$ cat config.mk
export PLATFORM = sky130hd
export DESIGN_NAME = utf8_sequence_decoder_flat
export DESIGN_NICKNAME = d
export VERILOG_FILES = /design/src/utf8d_pkg.sv /design/src/utf8d_ifs.sv /design/src/utf8d_req_reg.sv /design/src/utf8d_core.sv /design/src/utf8d_rsp_reg.sv /design/src/utf8_sequence_decoder.sv /design/src/flat_wrapper.sv
export SDC_FILE = /design/constraint.sdc
export NUM_CORES = 1
export LEC_CHECK = 0
export ABC_AREA = 1
export BUFFER_PORTS_ARGS = -buffer_cell sky130_fd_sc_hd__buf_4
export CAP_MARGIN = 0
export CORE_ASPECT_RATIO = 1.2
export CORE_MARGIN = 1
export CORE_UTILIZATION = 40
export DETAILED_ROUTE_END_ITERATION = 6
export GPL_TIMING_DRIVEN = 0
export PLACE_DENSITY = 0.68
export SLEW_MARGIN = 20
export SYNTH_ARGS = -nofsm -noshare
export SYNTH_HDL_FRONTEND = slang
export SYNTH_SLANG_ARGS = --single-unit
export TNS_END_PERCENT = 50
$ cat constraint.sdc
create_clock -name clock -period 4.35 [get_ports clock]
set_input_delay 0.2175 -clock clock [delete_from_list [all_inputs] [get_ports clock]]
set_output_delay 0.2175 -clock clock [all_outputs]
set_load 0.05 [all_outputs]
$ cat src/utf8d_pkg.sv
// Shared types, constants and decode helpers for the UTF-8 sequence decoder.
// No dependencies; the RTL modules and the bench import this package.
`default_nettype none
package utf8d_pkg;

   localparam int unsigned CP_WIDTH  = 31;
   localparam int unsigned LEN_WIDTH = 3;
   localparam int unsigned CNT_WIDTH = 3;

   // Trailing-byte count reported for a lead byte that cannot start a sequence.
   localparam logic [CNT_WIDTH-1:0] LEAD_BAD = 3'd6;
   localparam logic [CNT_WIDTH-1:0] MAX_TRAIL = 3'd5;

   localparam logic [CP_WIDTH-1:0] SURR_LO   = 31'h0000_D800;
   localparam logic [CP_WIDTH-1:0] SURR_HI   = 31'h0000_DFFF;
   localparam logic [CP_WIDTH-1:0] NONCHAR_E = 31'h0000_FFFE;
   localparam logic [CP_WIDTH-1:0] NONCHAR_F = 31'h0000_FFFF;

   localparam logic [7:0] TRAIL_TAG_MASK = 8'hC0;
   localparam logic [7:0] TRAIL_TAG      = 8'h80;
   localparam logic [7:0] TRAIL_BITS     = 8'h3F;

   typedef enum logic [1:0] {
      ST_OK      = 2'd0,
      ST_INVALID = 2'd1,
      ST_TRUNC   = 2'd2
   } status_type;

   typedef struct packed {
      logic [7:0] data_byte;
      logic       end_of_buffer;
   } req_item_type;

   typedef struct packed {
      logic [CP_WIDTH-1:0]  code_point;
      logic [LEN_WIDTH-1:0] seq_length;
      status_type           status;
   } rsp_item_type;

   // Number of trailing bytes announced by a lead byte; LEAD_BAD for a bad lead.
   function automatic logic [CNT_WIDTH-1:0] lead_count(input logic [7:0] b);
      logic [CNT_WIDTH-1:0] n;
      if (b < 8'h80)      n = 3'd0;
      else if (b < 8'hC2) n = LEAD_BAD;
      else if (b < 8'hE0) n = 3'd1;
      else if (b < 8'hF0) n = 3'd2;
      else if (b < 8'hF8) n = 3'd3;
      else if (b < 8'hFC) n = 3'd4;
      else if (b < 8'hFE) n = 3'd5;
      else                n = LEAD_BAD;
      return n;
   endfunction

   // Payload bits of a lead byte that opens a sequence with n trailers.
   function automatic logic [7:0] lead_mask(input logic [CNT_WIDTH-1:0] n);
      logic [7:0] m;
      case (n)
         3'd1:    m = 8'h1F;
         3'd2:    m = 8'h0F;
         3'd3:    m = 8'h07;
         3'd4:    m = 8'h03;
         3'd5:    m = 8'h01;
         default: m = 8'hFF;
      endcase
      return m;
   endfunction

   // Smallest value that a sequence with n trailers may legally carry.
   function automatic logic [CP_WIDTH-1:0] least_value(input logic [CNT_WIDTH-1:0] n);
      logic [CP_WIDTH-1:0] v;
      case (n)
         3'd1:    v = 31'h0000_0080;
         3'd2:    v = 31'h0000_0800;
         3'd3:    v = 31'h0001_0000;
         3'd4:    v = 31'h0020_0000;
         3'd5:    v = 31'h0400_0000;
         default: v = '0;
      endcase
      return v;
   endfunction

endpackage : utf8d_pkg
`default_nettype wire

$ cat src/utf8d_ifs.sv
// Valid/ready channel interfaces for the byte input and the decoded result.
// Depends on: nothing (plain logic payload fields).
`default_nettype none
interface utf8d_req_if;
   logic       valid;
   logic       ready;
   logic [7:0] data_byte;
   logic       end_of_buffer;

   modport source (output valid, output data_byte, output end_of_buffer, input ready);
   modport sink   (input valid, input data_byte, input end_of_buffer, output ready);
endinterface : utf8d_req_if

interface utf8d_rsp_if;
   logic        valid;
   logic        ready;
   logic [30:0] code_point;
   logic [2:0]  seq_length;
   logic [1:0]  status;

   modport source (output valid, output code_point, output seq_length, output status,
                   input ready);
   modport sink   (input valid, input code_point, input seq_length, input status,
                   output ready);
endinterface : utf8d_rsp_if
`default_nettype wire

$ cat src/utf8d_req_reg.sv
// Input register stage: captures one byte transfer per cycle while its slot is free.
// Depends on: utf8d_pkg, utf8d_req_if.
`default_nettype none
module utf8d_req_reg
   import utf8d_pkg::*;
(
   input  wire logic    clock,
   input  wire logic    reset,
   utf8d_req_if.sink    req_ch,
   input  wire logic    consume,
   output logic         item_valid,
   output req_item_type item
);

   logic         valid_ff, valid_in;
   req_item_type item_ff;
   logic         take;

   // Slot is free when empty or when the held byte retires this cycle.
   assign req_ch.ready = !valid_ff || consume;
   assign take         = req_ch.valid && req_ch.ready;

   always_comb begin
      valid_in = valid_ff;
      if (req_ch.ready) begin
         valid_in = req_ch.valid;
      end
   end

   always_ff @(posedge clock) begin
      if (reset) begin
         valid_ff <= 1'b0;
      end else begin
         valid_ff <= valid_in;
      end
   end

   always_ff @(posedge clock) begin
      if (take) begin
         item_ff.data_byte     <= req_ch.data_byte;
         item_ff.end_of_buffer <= req_ch.end_of_buffer;
      end
   end

   assign item_valid = valid_ff;
   assign item       = item_ff;

endmodule : utf8d_req_reg
`default_nettype wire

$ cat src/utf8d_core.sv
// Decode step: sequence state registers plus the per-byte decode logic.
// Depends on: utf8d_pkg.
`default_nettype none
module utf8d_core
   import utf8d_pkg::*;
(
   input  wire logic          clock,
   input  wire logic          reset,
   input  wire logic          item_valid,
   input  wire req_item_type  item,
   input  wire logic          rsp_free,
   output logic               consume,
   output logic               res_valid,
   output rsp_item_type       res
);

   logic [CNT_WIDTH-1:0] left_ff, left_in;
   logic [CNT_WIDTH-1:0] total_ff, total_in;
   logic [CP_WIDTH-1:0]  value_ff, value_in;

   logic                 emit;
   rsp_item_type         res_c;

   always_comb begin
      logic                 idle;
      logic [CNT_WIDTH-1:0] n;
      logic [CNT_WIDTH-1:0] left_dec;
      logic [CP_WIDTH-1:0]  v;
      logic [7:0]           b;
      logic                 last;

      b        = item.data_byte;
      last     = item.end_of_buffer;
      idle     = (left_ff == '0) || (left_ff > MAX_TRAIL) || (total_ff > MAX_TRAIL);
      n        = lead_count(b);
      left_dec = left_ff - 3'd1;
      v        = {value_ff[CP_WIDTH-7:0], b[5:0]};

      left_in  = '0;
      total_in = '0;
      value_in = '0;
      emit     = 1'b0;
      res_c.code_point = '0;
      res_c.seq_length = '0;
      res_c.status     = ST_OK;

      if (idle) begin
         if (n == LEAD_BAD) begin
            emit         = 1'b1;
            res_c.status = ST_INVALID;
         end else if (n == '0) begin
            emit             = 1'b1;
            res_c.code_point = {{(CP_WIDTH-8){1'b0}}, b};
            res_c.seq_length = 3'd1;
         end else if (last) begin
            emit         = 1'b1;
            res_c.status = ST_TRUNC;
         end else begin
            left_in  = n;
            total_in = n;
            value_in = {{(CP_WIDTH-8){1'b0}}, b & lead_mask(n)};
         end
      end else if ((b & TRAIL_TAG_MASK) != TRAIL_TAG) begin
         // Bad trailer: report now and drop the open sequence.
         emit         = 1'b1;
         res_c.status = ST_INVALID;
      end else if (left_dec == '0) begin
         emit = 1'b1;
         if ((v < least_value(total_ff)) || (v == NONCHAR_F) || (v == NONCHAR_E) ||
             ((v >= SURR_LO) && (v <= SURR_HI))) begin
            res_c.status = ST_INVALID;
         end else begin
            res_c.code_point = v;
            res_c.seq_length = total_ff + 3'd1;
         end
      end else if (last) begin
         emit         = 1'b1;
         res_c.status = ST_TRUNC;
      end else begin
         left_in  = left_dec;
         total_in = total_ff;
         value_in = v;
      end
   end

   // A byte retires unless its result has nowhere to go.
   assign consume   = item_valid && (!emit || rsp_free);
   assign res_valid = item_valid && emit && rsp_free;
   assign res       = res_c;

   always_ff @(posedge clock) begin
      if (reset) begin
         left_ff  <= '0;
         total_ff <= '0;
         value_ff <= '0;
      end else if (consume) begin
         left_ff  <= left_in;
         total_ff <= total_in;
         value_ff <= value_in;
      end
   end

`ifndef ASSERT_OFF
   a_total_range: assert property (@(posedge clock) disable iff (reset)
      total_ff <= MAX_TRAIL)
      else $error("trailer total out of range");

   a_left_le_total: assert property (@(posedge clock) disable iff (reset)
      left_ff <= total_ff)
      else $error("more trailers left than announced");

   a_error_zeroed: assert property (@(posedge clock) disable iff (reset)
      res_valid && (res.status != ST_OK) |-> (res.code_point == '0) && (res.seq_length == '0))
      else $error("error result carries a value");

   a_eob_idle: assert property (@(posedge clock) disable iff (reset)
      consume && item.end_of_buffer |=> (left_ff == '0) && (total_ff == '0))
      else $error("sequence still open after end of buffer");
`endif

endmodule : utf8d_core
`default_nettype wire

$ cat src/utf8d_rsp_reg.sv
// Result register: holds one decoded result until the sink takes it.
// Depends on: utf8d_pkg, utf8d_rsp_if.
`default_nettype none
module utf8d_rsp_reg
   import utf8d_pkg::*;
(
   input  wire logic          clock,
   input  wire logic          reset,
   input  wire logic          load,
   input  wire rsp_item_type  res,
   output logic               rsp_free,
   utf8d_rsp_if.source        rsp_ch
);

   logic         valid_ff, valid_in;
   rsp_item_type data_ff;

   assign rsp_free = !valid_ff || rsp_ch.ready;

   always_comb begin
      valid_in = valid_ff;
      if (load) begin
         valid_in = 1'b1;
      end else if (rsp_ch.ready) begin
         valid_in = 1'b0;
      end
   end

   always_ff @(posedge clock) begin
      if (reset) begin
         valid_ff <= 1'b0;
      end else begin
         valid_ff <= valid_in;
      end
   end

   always_ff @(posedge clock) begin
      if (load) begin
         data_ff <= res;
      end
   end

   assign rsp_ch.valid      = valid_ff;
   assign rsp_ch.code_point = data_ff.code_point;
   assign rsp_ch.seq_length = data_ff.seq_length;
   assign rsp_ch.status     = data_ff.status;

endmodule : utf8d_rsp_reg
`default_nettype wire

$ cat src/utf8_sequence_decoder.sv
// Top level of the six-byte validating UTF-8 decoder.
// Depends on: utf8d_pkg, utf8d_ifs, utf8d_req_reg, utf8d_core, utf8d_rsp_reg.
//
// Byte-serial decoder for the original UTF-8 form (one to six bytes, code
// points up to 0x7FFFFFFF). It takes one byte transfer per clock. While a
// finished result waits in the output register it still takes bytes that
// finish nothing, and holds the first byte that needs a result of its own
// until the sink frees the register; a stalled result sink is the only
// throttle. A byte is captured in the input register, decoded against the
// open-sequence state, and any result is loaded into the result register,
// which drives rsp valid until the sink takes it. Each byte yields at
// most one result: a single-byte character, a completed sequence, or an
// error (status 1 for a bad lead, a bad trailer, an overlong form, a
// surrogate or U+FFFE/U+FFFF; status 2 when end_of_buffer closes a byte that
// leaves a sequence incomplete). Lead and continuation bytes of an open
// sequence produce nothing. On error the open sequence and the offending
// byte are dropped and decoding restarts with the next byte as a lead.
// The throughput is set by the single decode step, which has to see the
// state left by the previous byte: one byte per cycle while the result
// sink keeps up.
`default_nettype none
module utf8_sequence_decoder
   import utf8d_pkg::*;
(
   input  wire logic   clock,
   input  wire logic   reset,
   utf8d_req_if.sink   req_ch,
   utf8d_rsp_if.source rsp_ch
);

   logic         item_valid;
   req_item_type item;
   logic         consume;
   logic         res_valid;
   rsp_item_type res;
   logic         rsp_free;

   // Input register; frees its slot as soon as the held byte retires.
   utf8d_req_reg u_req_reg (
      .clock      (clock),
      .reset      (reset),
      .req_ch     (req_ch),
      .consume    (consume),
      .item_valid (item_valid),
      .item       (item)
   );

   // Decode step and sequence state.
   utf8d_core u_core (
      .clock      (clock),
      .reset      (reset),
      .item_valid (item_valid),
      .item       (item),
      .rsp_free   (rsp_free),
      .consume    (consume),
      .res_valid  (res_valid),
      .res        (res)
   );

   // Result register toward the sink.
   utf8d_rsp_reg u_rsp_reg (
      .clock    (clock),
      .reset    (reset),
      .load     (res_valid),
      .res      (res),
      .rsp_free (rsp_free),
      .rsp_ch   (rsp_ch)
   );

endmodule : utf8_sequence_decoder
`default_nettype wire

$ cat src/flat_wrapper.sv
// flat-port wrapper written by rule: the top's interface ports become plain ports
module utf8_sequence_decoder_flat import utf8d_pkg::*;
  (clock, reset, req_ch_valid, req_ch_data_byte, req_ch_end_of_buffer, req_ch_ready, rsp_ch_valid, rsp_ch_code_point, rsp_ch_seq_length, rsp_ch_status, rsp_ch_ready);
  utf8d_req_if req_ch_i ();
  utf8d_rsp_if rsp_ch_i ();
  input  wire logic clock;
  input  wire logic reset;
  input wire logic [$bits(req_ch_i.valid)-1:0] req_ch_valid;
  input wire logic [$bits(req_ch_i.data_byte)-1:0] req_ch_data_byte;
  input wire logic [$bits(req_ch_i.end_of_buffer)-1:0] req_ch_end_of_buffer;
  output wire logic [$bits(req_ch_i.ready)-1:0] req_ch_ready;
  output wire logic [$bits(rsp_ch_i.valid)-1:0] rsp_ch_valid;
  output wire logic [$bits(rsp_ch_i.code_point)-1:0] rsp_ch_code_point;
  output wire logic [$bits(rsp_ch_i.seq_length)-1:0] rsp_ch_seq_length;
  output wire logic [$bits(rsp_ch_i.status)-1:0] rsp_ch_status;
  input wire logic [$bits(rsp_ch_i.ready)-1:0] rsp_ch_ready;
  assign req_ch_i.valid = req_ch_valid;
  assign req_ch_i.data_byte = req_ch_data_byte;
  assign req_ch_i.end_of_buffer = req_ch_end_of_buffer;
  assign req_ch_ready = req_ch_i.ready;
  assign rsp_ch_valid = rsp_ch_i.valid;
  assign rsp_ch_code_point = rsp_ch_i.code_point;
  assign rsp_ch_seq_length = rsp_ch_i.seq_length;
  assign rsp_ch_status = rsp_ch_i.status;
  assign rsp_ch_i.ready = rsp_ch_ready;
  utf8_sequence_decoder u_core (.clock(clock), .reset(reset), .req_ch(req_ch_i), .rsp_ch(rsp_ch_i));
endmodule
# [Yosys cells after proc, flatten, opt, wreduce, memory -nomap -nowiden]
# Cells that the tools add are included.
[word_totals] ff_bits=78 inputBits=13 wordCells=115
[classes] n_bitwise=1 n_lt_le_gt_ge=12 addsub=2 n_mux=54 reduce_logical=22 eq_ne=14
[op_table] cell="$mux W34" n=4
[op_table] cell="$pmux W27 S5" n=1
[op_table] cell="$mux W25" n=4
[op_table] cell="$mux W31" n=3
[op_table] cell="$eq A31 B16 Y1 const B" n=2
[op_table] cell="$lt A8 B8 Y1 const B" n=7
[op_table] cell="$mux W8" n=7
[op_table] cell="$mux W3" n=16
[op_table] cell="$pmux W8 S5" n=1
[op_table] cell="$mux W36" n=1
[op_table] cell="$ge A31 B16 Y1 const B" n=1
[op_table] cell="$le A31 B16 Y1 const B" n=1
[op_table] cell="$lt A31 B31 Y1" n=1
[op_table] cell="$eq A3 B3 Y1 const B" n=5
[op_table] cell="$mux W2" n=7
[op_table] cell="$eq A3 B2 Y1 const B" n=4
[op_table] cell="$mux W11" n=1
[op_table] cell="$logic_not A3 Y1" n=3
[op_table] cell="$mux W1" n=9
[op_table] cell="$and A8 B8 Y8" n=1
[op_table] cell="$logic_or A1 B1 Y1" n=8
[op_table] cell="$eq A3 B1 Y1 const B" n=2
[op_table] cell="$gt A3 B3 Y1 const B" n=2
[op_table] cell="$logic_and A1 B1 Y1" n=5
[op_table] cell="7 further kinds" n=9

# [Depth between registers and ports, before layout]
[logic_depth] word_depth=19 mapped_depth=16 depth_no_buf=16

# [Cells and area by module]
# Synthesis repeated with hierarchy kept, for this count alone.
[unflattened] hier_cells=433 area_unflattened_um2=3701.0
[by_module_without_submodules] mod="utf8d_core" cells_each=377 n_inst=1 area_each_um2=2259.7 seq_area_each_um2=620.6
[by_module_without_submodules] mod="utf8d_rsp_reg" cells_each=41 n_inst=1 area_each_um2=1123.6 seq_area_each_um2=1101.1
[by_module_without_submodules] mod="utf8d_req_reg" cells_each=15 n_inst=1 area_each_um2=317.8 seq_area_each_um2=290.3

# [Worst setup path after synthesis]
# No wires, ideal clock.
[synth_path] path_kind="register to register" startpoint="register u_core.u_req_reg.item_ff (netlist bit u_core.u_req_reg.item[6])" endpoint="register u_core.u_rsp_reg.data_ff (netlist bit u_core.u_rsp_reg.rsp_ch.code_point[0]), enable pin" path_slack_ns=1.063 t_arrival_ns=2.856 required_time_ns=3.919 stages_incl_launch_ff=9 synth_period_minus_slack_ns=3.287 cell_sequence="edfxtp_1 nor2_1 nand3_1 and2_1 nand2_1 nand4_2 nand3_2 nand3_1 nor2_1"
[synth_via] elab_chain_cells=14 word_cells_on_any_way=21 classes_between="order compare: 7; eq/ne: 1; mux: 10; reduce/logical: 3"
[synth_rtl] item="from (decl)" line="utf8d_req_reg.sv:16" rtl="req_item_type item_ff;"
[synth_rtl] item="$lt A8 B8 Y1" line="utf8d_pkg.sv:49" rtl="else if (b < 8'hFE) n = 3'd5;"
[synth_rtl] item="$mux W2" line="utf8d_pkg.sv:49"
[synth_rtl] item="$mux W2" line="utf8d_pkg.sv:48" rtl="else if (b < 8'hFC) n = 3'd4;"
[synth_rtl] item="$mux W3" line="utf8d_pkg.sv:47" rtl="else if (b < 8'hF8) n = 3'd3;"
[synth_rtl] item="$mux W3" line="utf8d_pkg.sv:46" rtl="else if (b < 8'hF0) n = 3'd2;"
[synth_rtl] item="$mux W3" line="utf8d_pkg.sv:45" rtl="else if (b < 8'hE0) n = 3'd1;"
[synth_rtl] item="$mux W3" line="utf8d_pkg.sv:44" rtl="else if (b < 8'hC2) n = LEAD_BAD;"
[synth_rtl] item="$mux W3 (*)" line="utf8d_pkg.sv:43" rtl="if (b < 8'h80) n = 3'd0;"
[synth_rtl] item="$logic_not A3 Y1" line="utf8d_core.sv:51" rtl="end else if (n == '0) begin"
[synth_rtl] item="$mux W1" line="utf8d_core.sv:51"
[synth_rtl] item="$mux W1 (*)" line="utf8d_core.sv:48" rtl="if (n == LEAD_BAD) begin"
[synth_rtl] item="$mux W1 (*)" line="utf8d_core.sv:47" rtl="if (idle) begin"
[synth_rtl] item="$logic_and A1 B1 Y1 (*) (2 in series)" line="utf8d_core.sv:88" rtl="assign res_valid = item_valid && emit && rsp_free;"
[synth_rtl] item="named net u_core.res_valid" line="utf8_sequence_decoder.sv:34" rtl="logic res_valid;"
[synth_rtl] item="to (signal assigned)" line="utf8d_rsp_reg.sv:39" rtl="data_ff <= res;"
[synth_rtl] item="to (decl)" line="utf8d_rsp_reg.sv:16" rtl="rsp_item_type data_ff;"
# Mark *: on every way through the listed nets, which the timed path passes. The rest lies on a longest branch.
# A chain may end at the register's enable or synchronous reset.

# [Worst setup path after layout]
[layout_path] startpoint="register u_core.u_core.total_ff[1]" endpoint="register u_core.u_rsp_reg.data_ff (netlist bit u_core.u_rsp_reg.rsp_ch.code_point[20]) (data pin)"
[layout_via] elab_chain_cells=13 word_cells_on_any_way=19 classes_between="order compare: 2; eq/ne: 5; mux: 8; reduce/logical: 4"
[layout_rtl] item="from (decl)" line="utf8d_core.sv:18" rtl="logic [CNT_WIDTH-1:0] total_ff, total_in;"
[layout_rtl] item="from (signal assigned)" line="utf8d_core.sv:98" rtl="total_ff <= total_in;"
[layout_rtl] item="$eq A3 B3 Y1, or another cell as far along" line="utf8d_pkg.sv:71" rtl="case (n)"
[layout_rtl] item="$pmux W27 S5" line="utf8d_pkg.sv:71"
[layout_rtl] item="$mux W31" line="utf8d_core.sv:67" rtl="end else if (left_dec == '0) begin"
[layout_rtl] item="$mux W31" line="utf8d_core.sv:63" rtl="end else if ((b & TRAIL_TAG_MASK) != TRAIL_TAG) begin"
[layout_rtl] item="$mux W31" line="utf8d_core.sv:47"
[layout_rtl] item="$lt A31 B31 Y1" line="utf8d_core.sv:69" rtl="if ((v < least_value(total_ff)) || (v == NONCHAR_F) || (v == NONCHAR_E) ||"
[layout_rtl] item="$logic_or A1 B1 Y1 (3 in series)" line="utf8d_core.sv:69"
[layout_rtl] item="$mux W34" line="utf8d_core.sv:69"
[layout_rtl] item="$mux W34" line="utf8d_core.sv:67"
[layout_rtl] item="$mux W34" line="utf8d_core.sv:63"
[layout_rtl] item="$mux W36 (*)" line="utf8d_core.sv:47"
# Mark *: on every way between the ends. The rest lies on a longest branch, timed or not. The select of a mux whose other input is x is not followed.

==> out/metrics.cfg <==
[synthesis]
synth.yosys.seq_area_share_pct = 53.64
post_synth_inst_count = 422
post_synth_num_cell_types = 35
synth_nets = 448
syn_area_per_cell_um2 = 8.889
synth.ff_latch_count = 78
synthesis.yosys.warnings = 0
synth_area_mm2 = 0.003751

[cts]
clockRootBuffer = sky130_fd_sc_hd__clkbuf_8
numClockSinks = 78
clk_pin_slew_worst_paths_ns = 0.08
cts_setup_buffers = 0
post_cts_resized = 0
cts_h_tree_lvls = 3
cts_tree = built
tritoncts.num_buffers = 9
clock_tree.buffer_depth = 2
clkLatencyLatePin_ns = 0.36
cts-hold-fix-buffers = 0

[global_routing]
grt_max_degree = 24
globalRouteTotalUtil_pct = 16.77
overflow = 0
via_count_of_the_first_global_routing_pass = 2760
antenna_violations_before_repair = 0
grt_pass1_wl_mm = 12.43

[route]
drtAntennaViolNets = 0
drt_pre_antenna_iters = 4
drt_iter0_markers = 130
viasPerCell = 4.796
avgRoutedWirePerCell_um = 12.65
route.detailed.drc = 0
routed-via-count = 2921
drt-total-wl_mm = 7.706

[setup_path]
worstPathCellList = inv_1, ha_1, inv_1, nor2_1, or2_2, nand2_1, ha_1, a21o_1, o21ai_0, nand2_1, o21ai_0, nand2_1, nand3_1, buf_2, buf_1, nor2_1
timing.critical_path.mode_cell = sky130_fd_sc_hd__nand2_1
critPathCaptureType = flop
worstRegToRegCells = 16
r2r_end = u_core.u_rsp_reg.rsp_ch.code_point[20]$_SDFFCE_PP0P_
regToRegSetupSlack_ns = 1.09
critPathMaxStageDelay_ns = 0.42
crit_path_start = u_core.u_core.total_ff[1]$_SDFFE_PP0P_
worst_setup_path_start_kind = flop
critical_path.slowest_cell = sky130_fd_sc_hd__buf_1
crit_path_end = u_core.u_rsp_reg.rsp_ch.code_point[20]$_SDFFCE_PP0P_
cp_data_arrival_time_ns = 3.35
critical_path_class = reg2reg
cp.required_ns = 4.44
crit_fanout = 10
regToRegStartpoint = u_core.u_core.total_ff[1]$_SDFFE_PP0P_

[power]
vdd_drop_max_mv = 0.2509
power-per-cell-area_mw_per_mm2 = 389.9
share_seq_of_total_power_pct = 48.2
internal-power_w = 0.001296
clock_power_share_pct = 35.3
power.combinational.fraction_pct = 16.6
leakage_nw = 1.899
netSwitchingPower_w = 0.0004775
power.share.switching_pct = 26.93

[sta]
max_freq_mhz = 307.0
tightest_pin_transition_ns = 0.5351
report.final.hold_viol_count = 0
timing.final.max_slew_violations = 0
timing.setup.tns_ns = 0
timing.max_slew.rel_slack_pct = 64.24
timing.final.setup_violations = 0
fin_hold_ws_ns = 0.03570
period_minus_slack_ns = 3.257
final.period_utilization_pct = 74.88
finClkSkew_ns = 0.006290
grt_setup_unrepaired = false

[run_status]
run_status = finished, final reports clean

[die]
top_level_ports = 51
width_of_the_die_um = 90.40
die_h_um = 108.1
start_util_pct = 41.31
core_area_mm2 = 0.009081
rows = 38
design.die.area_mm2 = 0.009770

[finish]
mostFrequentLayoutCells = sky130_fd_sc_hd__nor2_1, sky130_fd_sc_hd__inv_1, sky130_fd_sc_hd__buf_4, sky130_fd_sc_hd__edfxtp_1, sky130_fd_sc_hd__nand2_1
layoutNonFillerInstCount = 609
synthToLayoutAreaGrowth_pct = 21.21
antenna_cells = 0
layout_commonest_cell = sky130_fd_sc_hd__nor2_1
share_of_final_layout_standard_cells_stronger_than_drive_strength_1_pct = 22.49
final_cell_area_mm2 = 0.004547
final_net_count = 510

[placement]
dpl.cell_count = 593
hpwlAfterDp_mm = 5.873
port_buffers = 50
dpl-instance-area_mm2 = 0.004312
gp_congestion = 0.9040

[min_path]
min-delay-path-class = in2reg

[job]
cap_violations = 0

-- sequential cells by signal, summed over array words and instances, names as in the netlist, 2 cells and up --
register / count
u_core.u_core.left_ff: 3
u_core.u_rsp_reg.rsp_ch.code_point: 31
u_core.u_rsp_reg.rsp_ch.seq_length: 3
u_core.u_core.total_ff: 3
u_core.u_rsp_reg.rsp_ch.status: 2
u_core.u_req_reg.item: 9
u_core.u_core.value_ff: 25
-- per-layer routing --
metal | routed length [um] | vias to the layer above | global-route usage (%)
met5 | 0 | - | 0
met4 | 214 | 0 | 8.525
met3 | 324 | 19 | 4.360
met2 | 4003 | 66 | 31.84
met1 | 3163 | 1337 | 16.95
li1 | - | 1499 | -
-- power groups by stage --
stage	clock network, W	registers [W]	logic [W]
final	0.000625	0.000854	0.000294
after global routing	0.000674	0.000859	0.000322
after CTS	0.000637	0.000854	0.000295
after detailed placement	0	0.000871	0.000293
after global placement	0	0.000871	0.000283
after floorplan	0	0.000926	0.000152
-- cell families after synthesis --
group | Yosys count | synth area share (%)
AND/OR/NAND/NOR | 216 | 26.95
flip-flops | 78 | 53.64
buffers and inverters | 70 | 8.506
AO/OA/AOI/OAI | 44 | 6.338
adder cells (fa/ha/maj) | 13 | 4.336
XOR/XNOR | 1 | 0.2335
-- worst min path at each step --
| stage | startpoint | end | slack, ns | cells past startpoint |
|---|---|---|---|---|
| 3_5_place_dp | req_ch_data_byte[5] | u_core.u_req_reg.item[6]$_DFFE_PP_ | 0.40 | 1 |
| 2_1_floorplan | reset | u_core.u_core.value_ff[0]$_SDFFE_PP0P_ | 0.28 | 1 |
| 5_1_grt | req_ch_data_byte[6] | u_core.u_req_reg.item[7]$_DFFE_PP_ | 0.01 | 1 |
| 6_report | req_ch_data_byte[1] | u_core.u_req_reg.item[2]$_DFFE_PP_ | 0.04 | 1 |
| 3_3_place_gp | req_ch_data_byte[6] | u_core.u_req_reg.item[7]$_DFFE_PP_ | 0.40 | 1 |
| 4_1_cts | req_ch_data_byte[7] | u_core.u_req_reg.item[8]$_DFFE_PP_ | 0.02 | 1 |
-- cell usage after synthesis, drive strengths merged --
| library cell | number | area [um^2] |
|---|---|---|
| a41oi | 1 | 8.760 |
| or2 | 2 | 12.51 |
| ha | 13 | 162.7 |
| edfxtp | 45 | 1351 |
| nand2 | 47 | 205.2 |
| and2 | 1 | 6.260 |
| nor2 | 122 | 518.0 |
| a21o | 1 | 7.510 |
| buf | 9 | 85.08 |
| o21a | 1 | 7.510 |
| inv | 56 | 215.2 |
| clkbuf | 5 | 18.77 |
| o31ai | 2 | 15.01 |
| dfxtp | 33 | 660.6 |
| nor3 | 5 | 25.02 |
| nand3 | 23 | 137.6 |
| o21ai | 28 | 140.1 |
| nor4 | 4 | 25.02 |
| nand4 | 12 | 81.33 |
| xnor2 | 1 | 8.760 |
| a21oi | 11 | 58.81 |
-- per-stage QoR --
| stage | utilization, % | setup WS [ns] | total power [W] |
|---|---|---|---|
| after floorplan | - | 1.063 | 0.001078 |
| after global placement | 47.09 | 0.2565 | 0.001155 |
| after detailed placement | 47.48 | 1.118 | 0.001164 |
| after CTS | 50.07 | 1.093 | 0.001786 |
| after global routing | 50.07 | 0.7841 | 0.001855 |
| final | 50.07 | 1.093 | 0.001773 |
-- area by class of cell --
| class | instances | area [um^2] |
|---|---|---|
| repair buffers | 51 | 402.9 |
| well taps | 120 | 150.1 |
| inverters | 56 | 215.2 |
| clock buffers | 13 | 170.2 |
| fillers | 855 | 4534 |
| flip-flops and latches | 78 | 2012 |
| plain buffers | 14 | 103.9 |
| multi-input cells | 274 | 1428 |
| clock inverters | 3 | 65.06 |
-- critical path: cells and delay by family, from the launching register on --
family | cells | cell delay (ns)
simple gates | 7 | 0.85
compound gates | 3 | 0.51
fa+ha+maj | 2 | 0.45
buf+inv | 4 | 0.81
flops | 1 | 0.39
(Power assumes the default switching activity.)
